===== config.mk =====
export PLATFORM = sky130hd
export DESIGN_NAME = quoted_string_tokenizer
export DESIGN_NICKNAME = d
export VERILOG_FILES = /design/src/design/qst_pkg.sv /design/src/design/qst_step.sv /design/src/design/qst_queue.sv /design/src/design/quoted_string_tokenizer.sv
export SDC_FILE = /design/constraint.sdc
export NUM_CORES = 1
export LEC_CHECK = 0
export ABC_AREA = 1
export BUFFER_PORTS_ARGS = -buffer_cell sky130_fd_sc_hd__buf_2
export CELL_PAD_IN_SITES_DETAIL_PLACEMENT = 0
export CELL_PAD_IN_SITES_GLOBAL_PLACEMENT = 1
export CORE_MARGIN = 5
export CORE_UTILIZATION = 40
export DETAILED_ROUTE_END_ITERATION = 10
export PLACE_DENSITY_LB_ADDON = 0.1
export SYNTH_ARGS = -nofsm -noshare
export SYNTH_HDL_FRONTEND = slang
export SYNTH_SLANG_ARGS = --single-unit

===== constraint.sdc =====
create_clock -name clock -period 6.05 [get_ports clock]
set_input_delay 0.9075 -clock clock [delete_from_list [all_inputs] [get_ports clock]]
set_output_delay 0.9075 -clock clock [all_outputs]
set_load 0.05 [all_outputs]

===== src/design/qst_pkg.sv =====
package qst_pkg;

   localparam int unsigned NumDelims = 4;
   localparam int unsigned QueueDepth = 4;

   typedef enum logic [2:0] {
      MODE_START  = 3'd0,
      MODE_NORMAL = 3'd1,
      MODE_DQ     = 3'd2,
      MODE_SQ     = 3'd3,
      MODE_BSL    = 3'd4,
      MODE_DQESC  = 3'd5,
      MODE_MERGE  = 3'd6,
      MODE_DROP   = 3'd7
   } mode_type;

   typedef enum logic [1:0] {
      KIND_DATA   = 2'd0,
      KIND_FIELD  = 2'd1,
      KIND_RECORD = 2'd2,
      KIND_ERROR  = 2'd3
   } kind_type;

   typedef enum logic [2:0] {
      REG_DELIM_A = 3'd0,
      REG_DELIM_B = 3'd1,
      REG_DELIM_C = 3'd2,
      REG_DELIM_D = 3'd3,
      REG_USED    = 3'd4,
      REG_MERGE   = 3'd5
   } reg_index_type;

   localparam logic [7:0] CharDquote = 8'h22;
   localparam logic [7:0] CharSquote = 8'h27;
   localparam logic [7:0] CharBslash = 8'h5C;
   localparam logic [7:0] CharZero   = 8'h30;
   localparam logic [7:0] CharNine   = 8'h39;
   localparam logic [7:0] CharLowN   = 8'h6E;
   localparam logic [7:0] CharLowR   = 8'h72;
   localparam logic [7:0] CharLowT   = 8'h74;
   localparam logic [7:0] ByteLf     = 8'h0A;
   localparam logic [7:0] ByteCr     = 8'h0D;
   localparam logic [7:0] ByteTab    = 8'h09;
   localparam logic [7:0] ByteMax    = 8'hFF;
   localparam logic [15:0] CountMax  = 16'hFFFF;

   typedef struct packed {
      logic [NumDelims-1:0][7:0] delim;
      logic [2:0]                used;
      logic                      merge;
   } cfg_type;

   typedef struct packed {
      kind_type    kind;
      logic [7:0]  out_byte;
      logic [15:0] field_count;
      logic        last;
   } result_type;

   function automatic logic [15:0] sat_inc(input logic [15:0] v);
      return (v == CountMax) ? CountMax : v + 16'd1;
   endfunction

   function automatic logic is_delim(input cfg_type cfg, input logic [7:0] c);
      logic hit;
      hit = 1'b0;
      for (int i = 0; i < NumDelims; i++) begin
         if ((cfg.used > 3'(i)) && (cfg.delim[i] == c)) begin
            hit = 1'b1;
         end
      end
      return hit;
   endfunction

   function automatic result_type make_result(input kind_type kind,
                                              input logic [7:0] b,
                                              input logic [15:0] cnt);
      result_type r;
      r.kind = kind;
      r.out_byte = b;
      r.field_count = cnt;
      r.last = 1'b0;
      return r;
   endfunction

endpackage


===== src/design/qst_step.sv =====
module qst_step (
   input  logic                 end_mark,
   input  logic [7:0]           char_byte,
   input  qst_pkg::cfg_type     cfg,
   input  qst_pkg::mode_type    mode_ff,
   input  logic [8:0]           esc_ff,
   input  logic [15:0]          cnt_ff,
   output qst_pkg::mode_type    mode_in,
   output logic [8:0]           esc_in,
   output logic [15:0]          cnt_in,
   output qst_pkg::result_type  res0,
   output qst_pkg::result_type  res1,
   output logic [1:0]           nres
);

   logic        done;
   logic        digit;
   logic [11:0] dec_val;
   qst_pkg::result_type r;

   always_comb begin
      mode_in = mode_ff;
      esc_in = esc_ff;
      cnt_in = cnt_ff;
      res0 = '0;
      res1 = '0;
      nres = 2'd0;
      done = 1'b0;
      r = '0;
      digit = (char_byte >= qst_pkg::CharZero) && (char_byte <= qst_pkg::CharNine);
      dec_val = {1'b0, esc_ff[7:0], 3'b000} + {3'b000, esc_ff[7:0], 1'b0}
              + {4'd0, char_byte - qst_pkg::CharZero};

      if (end_mark) begin
         if (mode_ff == qst_pkg::MODE_START || mode_ff == qst_pkg::MODE_NORMAL ||
             mode_ff == qst_pkg::MODE_MERGE) begin
            res0 = qst_pkg::make_result(qst_pkg::KIND_RECORD, 8'd0,
                                        qst_pkg::sat_inc(cnt_ff));
            nres = 2'd1;
         end else if (mode_ff != qst_pkg::MODE_DROP) begin
            res0 = qst_pkg::make_result(qst_pkg::KIND_ERROR, 8'd0, cnt_ff);
            nres = 2'd1;
         end
         mode_in = qst_pkg::MODE_START;
         esc_in = '0;
         cnt_in = '0;
         done = 1'b1;
      end

      if (!done && mode_in == qst_pkg::MODE_DQESC && esc_in[8]) begin
         if (digit) begin
            if (dec_val > 12'd255) begin
               res0 = qst_pkg::make_result(qst_pkg::KIND_ERROR, 8'd0, cnt_in);
               nres = 2'd1;
               mode_in = qst_pkg::MODE_DROP;
               esc_in = '0;
            end else begin
               esc_in = {1'b1, dec_val[7:0]};
            end
            done = 1'b1;
         end else begin
            res0 = qst_pkg::make_result(qst_pkg::KIND_DATA, esc_in[7:0], cnt_in);
            nres = 2'd1;
            esc_in = '0;
            mode_in = qst_pkg::MODE_DQ;
         end
      end

      if (!done && mode_in == qst_pkg::MODE_MERGE) begin
         if (qst_pkg::is_delim(cfg, char_byte)) begin
            done = 1'b1;
         end else begin
            mode_in = qst_pkg::MODE_START;
         end
      end

      if (!done && mode_in == qst_pkg::MODE_START) begin
         if (char_byte == qst_pkg::CharDquote) begin
            mode_in = qst_pkg::MODE_DQ;
            done = 1'b1;
         end else if (char_byte == qst_pkg::CharSquote) begin
            mode_in = qst_pkg::MODE_SQ;
            done = 1'b1;
         end else begin
            mode_in = qst_pkg::MODE_NORMAL;
         end
      end

      if (!done) begin
         r = qst_pkg::make_result(qst_pkg::KIND_DATA, char_byte, cnt_in);
         case (mode_in)
            qst_pkg::MODE_NORMAL: begin
               if (qst_pkg::is_delim(cfg, char_byte)) begin
                  cnt_in = qst_pkg::sat_inc(cnt_in);
                  r = qst_pkg::make_result(qst_pkg::KIND_FIELD, 8'd0, cnt_in);
                  mode_in = cfg.merge ? qst_pkg::MODE_MERGE : qst_pkg::MODE_START;
                  done = 1'b0;
               end else if (char_byte == qst_pkg::CharDquote) begin
                  mode_in = qst_pkg::MODE_DQ;
                  done = 1'b1;
               end else if (char_byte == qst_pkg::CharSquote) begin
                  mode_in = qst_pkg::MODE_SQ;
                  done = 1'b1;
               end else if (char_byte == qst_pkg::CharBslash) begin
                  mode_in = qst_pkg::MODE_BSL;
                  done = 1'b1;
               end
            end
            qst_pkg::MODE_DQ: begin
               if (char_byte == qst_pkg::CharDquote) begin
                  mode_in = qst_pkg::MODE_NORMAL;
                  done = 1'b1;
               end else if (char_byte == qst_pkg::CharBslash) begin
                  mode_in = qst_pkg::MODE_DQESC;
                  esc_in = '0;
                  done = 1'b1;
               end
            end
            qst_pkg::MODE_SQ: begin
               if (char_byte == qst_pkg::CharSquote) begin
                  mode_in = qst_pkg::MODE_NORMAL;
                  done = 1'b1;
               end
            end
            qst_pkg::MODE_BSL: begin
               mode_in = qst_pkg::MODE_NORMAL;
            end
            qst_pkg::MODE_DQESC: begin
               mode_in = qst_pkg::MODE_DQ;
               if (char_byte == qst_pkg::CharBslash || char_byte == qst_pkg::CharDquote) begin
                  r.out_byte = char_byte;
               end else if (char_byte == qst_pkg::CharLowN) begin
                  r.out_byte = qst_pkg::ByteLf;
               end else if (char_byte == qst_pkg::CharLowR) begin
                  r.out_byte = qst_pkg::ByteCr;
               end else if (char_byte == qst_pkg::CharLowT) begin
                  r.out_byte = qst_pkg::ByteTab;
               end else if (digit) begin
                  esc_in = {1'b1, char_byte - qst_pkg::CharZero};
                  mode_in = qst_pkg::MODE_DQESC;
                  done = 1'b1;
               end else begin
                  done = 1'b1;
               end
            end
            default: begin
               done = 1'b1;
            end
         endcase
         if (!done) begin
            if (nres == 2'd0) begin
               res0 = r;
            end else begin
               res1 = r;
            end
            nres = nres + 2'd1;
         end
      end

      if (nres == 2'd1) begin
         res0.last = 1'b1;
      end else if (nres == 2'd2) begin
         res1.last = 1'b1;
      end
   end

endmodule


===== src/design/qst_queue.sv =====
module qst_queue (
   input  logic                clock,
   input  logic                reset,
   input  logic [1:0]          push_n,
   input  qst_pkg::result_type push0,
   input  qst_pkg::result_type push1,
   output logic                room,
   output logic                out_valid,
   input  logic                out_stall,
   output qst_pkg::result_type out_res
);

   localparam int unsigned PtrW = $clog2(qst_pkg::QueueDepth);
   localparam int unsigned CntW = $clog2(qst_pkg::QueueDepth + 1);

   qst_pkg::result_type entry_ff [qst_pkg::QueueDepth];
   logic [PtrW-1:0] wr_ptr_ff, wr_ptr_in;
   logic [PtrW-1:0] rd_ptr_ff, rd_ptr_in;
   logic [CntW-1:0] count_ff, count_in;
   logic            pop;
   logic [PtrW-1:0] wr_next;

   assign out_valid = (count_ff != '0);
   assign out_res = entry_ff[rd_ptr_ff];
   assign pop = out_valid && !out_stall;
   assign room = (count_ff <= CntW'(qst_pkg::QueueDepth - 2));
   assign wr_next = wr_ptr_ff + PtrW'(1);

   always_comb begin
      wr_ptr_in = wr_ptr_ff + PtrW'(push_n);
      rd_ptr_in = pop ? rd_ptr_ff + PtrW'(1) : rd_ptr_ff;
      count_in = count_ff + CntW'(push_n) - CntW'(pop);
   end

   always_ff @(posedge clock) begin
      if (reset) begin
         wr_ptr_ff <= '0;
         rd_ptr_ff <= '0;
         count_ff <= '0;
      end else begin
         wr_ptr_ff <= wr_ptr_in;
         rd_ptr_ff <= rd_ptr_in;
         count_ff <= count_in;
      end
   end

   always_ff @(posedge clock) begin
      if (push_n != 2'd0) begin
         entry_ff[wr_ptr_ff] <= push0;
      end
      if (push_n == 2'd2) begin
         entry_ff[wr_next] <= push1;
      end
   end

endmodule


===== src/design/quoted_string_tokenizer.sv =====
// Quoted string tokenizer.
// req channel: one character (req_char_byte) or an end-of-string mark
// (req_end_mark) per transfer; a transfer happens when req_valid is high and
// req_stall is low. rsp channel: result items (kind, byte, field count, last)
// with the same valid/stall rule. Each character gives zero, one or two
// results; rsp_last marks the final result of a character.
// csr channel: register writes (index 0..5: delimiters a..d, delimiter count,
// merge enable), taken whenever csr_valid is high; csr_ready is always high.
// Write registers only while the block is idle.
// A character is registered in the input stage at its transfer and decoded
// from there once the queue has room; its results are written to the queue.
// Throughput: one character per cycle while the queue has room, set by the
// single decode stage; a character with two results is offered one at a time.
// A four-entry result queue decouples the sides, so req keeps moving while
// rsp is stalled until the queue cannot take two more results; then req_stall
// rises while a character waits in the input stage, and drops once the
// receiver has freed room for two results.
// Reset (synchronous, active high) empties the queue and input stage, returns
// the parser to field start and loads the register defaults.
module quoted_string_tokenizer (
   input  logic        clock,
   input  logic        reset,
   input  logic        req_valid,
   output logic        req_stall,
   input  logic [7:0]  req_char_byte,
   input  logic        req_end_mark,
   output logic        rsp_valid,
   input  logic        rsp_stall,
   output logic [1:0]  rsp_kind,
   output logic [7:0]  rsp_out_byte,
   output logic [15:0] rsp_field_count,
   output logic        rsp_last,
   input  logic        csr_valid,
   output logic        csr_ready,
   input  logic [2:0]  csr_index,
   input  logic [7:0]  csr_data
);

   logic                in_valid_ff, in_valid_in;
   logic [7:0]          in_char_ff;
   logic                in_end_ff;
   qst_pkg::cfg_type    cfg_ff, cfg_in;
   qst_pkg::mode_type   mode_ff, mode_in;
   logic [8:0]          esc_ff, esc_in;
   logic [15:0]         cnt_ff, cnt_in;
   qst_pkg::result_type res0, res1, head;
   logic [1:0]          nres;
   logic [1:0]          push_n;
   logic                room;
   logic                proc;
   logic                accept;

   assign csr_ready = 1'b1;
   assign proc = in_valid_ff && room;
   assign req_stall = in_valid_ff && !room;
   assign accept = req_valid && !req_stall;
   assign in_valid_in = accept || (in_valid_ff && !proc);
   assign push_n = proc ? nres : 2'd0;

   always_comb begin
      cfg_in = cfg_ff;
      if (csr_valid && csr_ready) begin
         case (csr_index)
            qst_pkg::REG_DELIM_A: cfg_in.delim[0] = csr_data;
            qst_pkg::REG_DELIM_B: cfg_in.delim[1] = csr_data;
            qst_pkg::REG_DELIM_C: cfg_in.delim[2] = csr_data;
            qst_pkg::REG_DELIM_D: cfg_in.delim[3] = csr_data;
            qst_pkg::REG_USED:    cfg_in.used = csr_data[2:0];
            qst_pkg::REG_MERGE:   cfg_in.merge = csr_data[0];
            default: begin
            end
         endcase
      end
   end

   always_ff @(posedge clock) begin
      if (reset) begin
         in_valid_ff <= 1'b0;
         cfg_ff.delim <= {8'd0, 8'd0, 8'd0, 8'd44};
         cfg_ff.used <= 3'd1;
         cfg_ff.merge <= 1'b0;
         mode_ff <= qst_pkg::MODE_START;
         esc_ff <= '0;
         cnt_ff <= '0;
      end else begin
         in_valid_ff <= in_valid_in;
         cfg_ff <= cfg_in;
         if (proc) begin
            mode_ff <= mode_in;
            esc_ff <= esc_in;
            cnt_ff <= cnt_in;
         end
      end
   end

   always_ff @(posedge clock) begin
      if (accept) begin
         in_char_ff <= req_char_byte;
         in_end_ff <= req_end_mark;
      end
   end

   qst_step u_step (
      .end_mark  (in_end_ff),
      .char_byte (in_char_ff),
      .cfg       (cfg_ff),
      .mode_ff   (mode_ff),
      .esc_ff    (esc_ff),
      .cnt_ff    (cnt_ff),
      .mode_in   (mode_in),
      .esc_in    (esc_in),
      .cnt_in    (cnt_in),
      .res0      (res0),
      .res1      (res1),
      .nres      (nres)
   );

   qst_queue u_queue (
      .clock     (clock),
      .reset     (reset),
      .push_n    (push_n),
      .push0     (res0),
      .push1     (res1),
      .room      (room),
      .out_valid (rsp_valid),
      .out_stall (rsp_stall),
      .out_res   (head)
   );

   assign rsp_kind = head.kind;
   assign rsp_out_byte = head.out_byte;
   assign rsp_field_count = head.field_count;
   assign rsp_last = head.last;

endmodule

==> results.tsv <==
metric	value	unit
vias_per_cell	5.41	
fmax	0.180	GHz
dpl.hpwl	29.1	mm
path_buf_inv	3	
synth_ff_type	edfxtp_1	
finalSetupViolCount	0	
dp.cells	2231	
synthDistinctLibCells	47	
async_reset_ff_share	0	%
grt_pass1_vias	11500	
p_sw	1.64	mW
synth-edff-count	113	
clock-root-buffer	clkbuf_16	
switching_share	40.8	%
met2_usage	38.0	%
final_common_cell	nand2_1	
slew_headroom	28.8	%
fin_crit_sh	91.6	%
vdd_ir_drop_max	0.000197	V
tns	0	ns
drt_wl_total	41.7	mm
nFillCells	3301	
path_depth	32	
cp-start-kind	flip-flop	
gp_congestion	0.903	
synth-seq-cells	191	
row_count	65	
overflow	0	
drc	0	
status	finished, final reports clean	
rr_worst_depth	32	
fin_cells	2270	
rsz0062_at_grt	no	
yosys_warnings	0	
gr-usage-met1	33.7	%
crit_family	simple AND/OR/NAND/NOR gates	
insertion_delay	0.46	ns
grt_pass1_wl	66.4	mm
cp-end-kind	flip-flop	
fin_nets	1908	
syn_nets	1887	
cp_max_fo	24	
slew_violations	0	
total_leakage_power	6.00	nW
worstHoldPathCells	2	
initialDrtViolationCount	1061	
clkSinkCount	191	
wl_per_cell	18.4	microns
fin_worst_skew	0.0211	ns
antenna_cells	0	
portBuffers	53	
top_usage_layer	met2	
maxCapViolations	0	
io_pins	55	
die_h	188	microns
num_vias	12300	
cts_buffers	17	
yosysSeqAreaShare	39.1	%
grt.total_usage	23.7	%
seqPwrFrac	37.6	%
drt.antenna.violating_nets	0	
grt.met3_usage	3.98	%
synthCells	1834	
area_growth	9.98	%
layout-drive-gt1-share	9.37	%
syn_area	0.0127	sq mm
grt_max_degree	97	
synth_top_area_cell	edfxtp_1	
ys_top_cells_by_area	edfxtp_1 (27%), nand2_1 (14%), dfxtp_1 (12%), nand3_1 (8.7%), nor2_1 (7.5%)	
tightest_slew	1.07	ns
core	0.0314	sq mm
power_density	289	mW/mm^2
ctsHoldBuffers	0	
antenna_found_initial	0	
start_util	40.3	%
die_width	188	microns
drt_pass1_iterations	8	
critPathMaxStageDelay	0.50	ns
p_int	2.38	mW
cp.required	6.36	ns
final_cell_mix	nand2_1 (456), nor2_1 (252), nand3_1 (220), inv_1 (166), o21ai_0 (148)	
dieArea	0.0353	sq mm
ctsLongestPathBuffers	2	
finalHoldViolCount	0	
crit_arrival	5.85	ns
tritoncts	done	
period_needed	5.54	ns
cts.htree.levels	4	
pwr-share-comb	34.3	%
clk_pin_slew	0.08	ns
fin_util	44.4	%
hp-class	reg -> reg	
total_power	4.03	mW
slowest_stage	edfxtp_1	
multi_input_area	0.00663	sq mm
clkPwrFrac	28.1	%
critPathMostFrequentCell	nand2_1	
crit_type	reg -> reg	
yosys.area.top_type_share	26.8	%
seq_area	0.00496	sq mm
syn_area_per_cell	6.90	sq um
==> worst register-to-register path: cells and delay by family, from the launching register on <==
kind          cells  cell delay [ns]
buf+inv           3             0.68
flops             1             0.50
fa+ha+maj         4             1.29
simple gates     25             2.93
==> cells by family after synthesis <==
kind of cell	Yosys count	synth area share, %
xor gates and xnor gates	38	2.63
buffers and inverters	278	9.07
adders and majority gates	28	3.18
and+or+nand+nor	1000	33.5
AOI/OAI and AO/OA	298	12.5
DFF	191	39.1
other	1	0.0296
==> per-layer routing <==
| metal | up-vias | wire [microns] |
|---|---|---|
| met5 | - | 0 |
| met4 | 0 | 515 |
| met3 | 36 | 2610 |
| met2 | 351 | 18800 |
| met1 | 5803 | 19700 |
| li1 | 6095 | - |
==> timing repair <==
action | in CTS | in global routing
gates resized for setup | 0 | 13
buffers inserted | 0 | 7
endpoints found under the setup margin | 0 | 139
==> power groups by stage <==
stage               logic (mW)  registers, mW  clock network [mW]
global route              1.53           1.52                1.20
detailed placement        1.36           1.54                   0
floorplan                 1.01           1.52                   0
global placement          1.35           1.54                   0
CTS                       1.36           1.51                1.15
finish                    1.38           1.51                1.13
==> stage by stage <==
stage	hold WS (ns)	instance area (sq um)	setup slack (ns)
final	0.461	13900	0.508
after global routing	0.490	13900	0.00820
after CTS	0.461	13800	0.364
after detailed placement	0.450	13200	0.400
after global placement	0.447	13200	0.465
after floorplan	0.436	12700	0.404
==> registers in the layout (all words and copies together), names as in the netlist, named ones only <==
name,cells
cfg_ff,36
u_queue.rd_ptr_ff,2
u_queue.entry_ff,108
mode_ff,3
u_queue.wr_ptr_ff,2
in_end_ff,1
in_char_ff,8
in_valid_ff,1
cnt_ff,16
u_queue.count_ff,3
esc_ff,9
==> synthesized netlist by cell type, types with 6 or more instances <==
cell / count
a21oi_1: 92
buf_2: 30
buf_4: 8
clkbuf_1: 41
clkinv_1: 6
dfxtp_1: 78
edfxtp_1: 113
fa_1: 7
ha_1: 21
inv_1: 167
inv_2: 19
nand2_1: 456
nand2_2: 8
nand3_1: 220
nand4_1: 13
nor2_1: 254
nor3_1: 20
o21ai_0: 148
o21ai_1: 10
o22ai_1: 32
xnor2_1: 10
xor2_1: 28
==> final timing paths <==
path            startpoint                      end  slack [ns]
max          in_char_ff[4]  u_queue.entry_ff[2][21]        0.51
min             cfg_ff[35]               cfg_ff[35]        0.46
max reg2reg  in_char_ff[4]  u_queue.entry_ff[2][21]        0.51
min reg2reg     cfg_ff[35]               cfg_ff[35]        0.46
==> layout make-up <==
type                    instances  area share, %
inverters                     192           5.18
repair buffers                 88           3.91
flip-flops and latches        191           35.6
well taps                     402           3.61
multi-input cells            1365           47.6
clock buffers                  20           3.36
clock inverters                12          0.746
(Power assumes the default switching activity.)
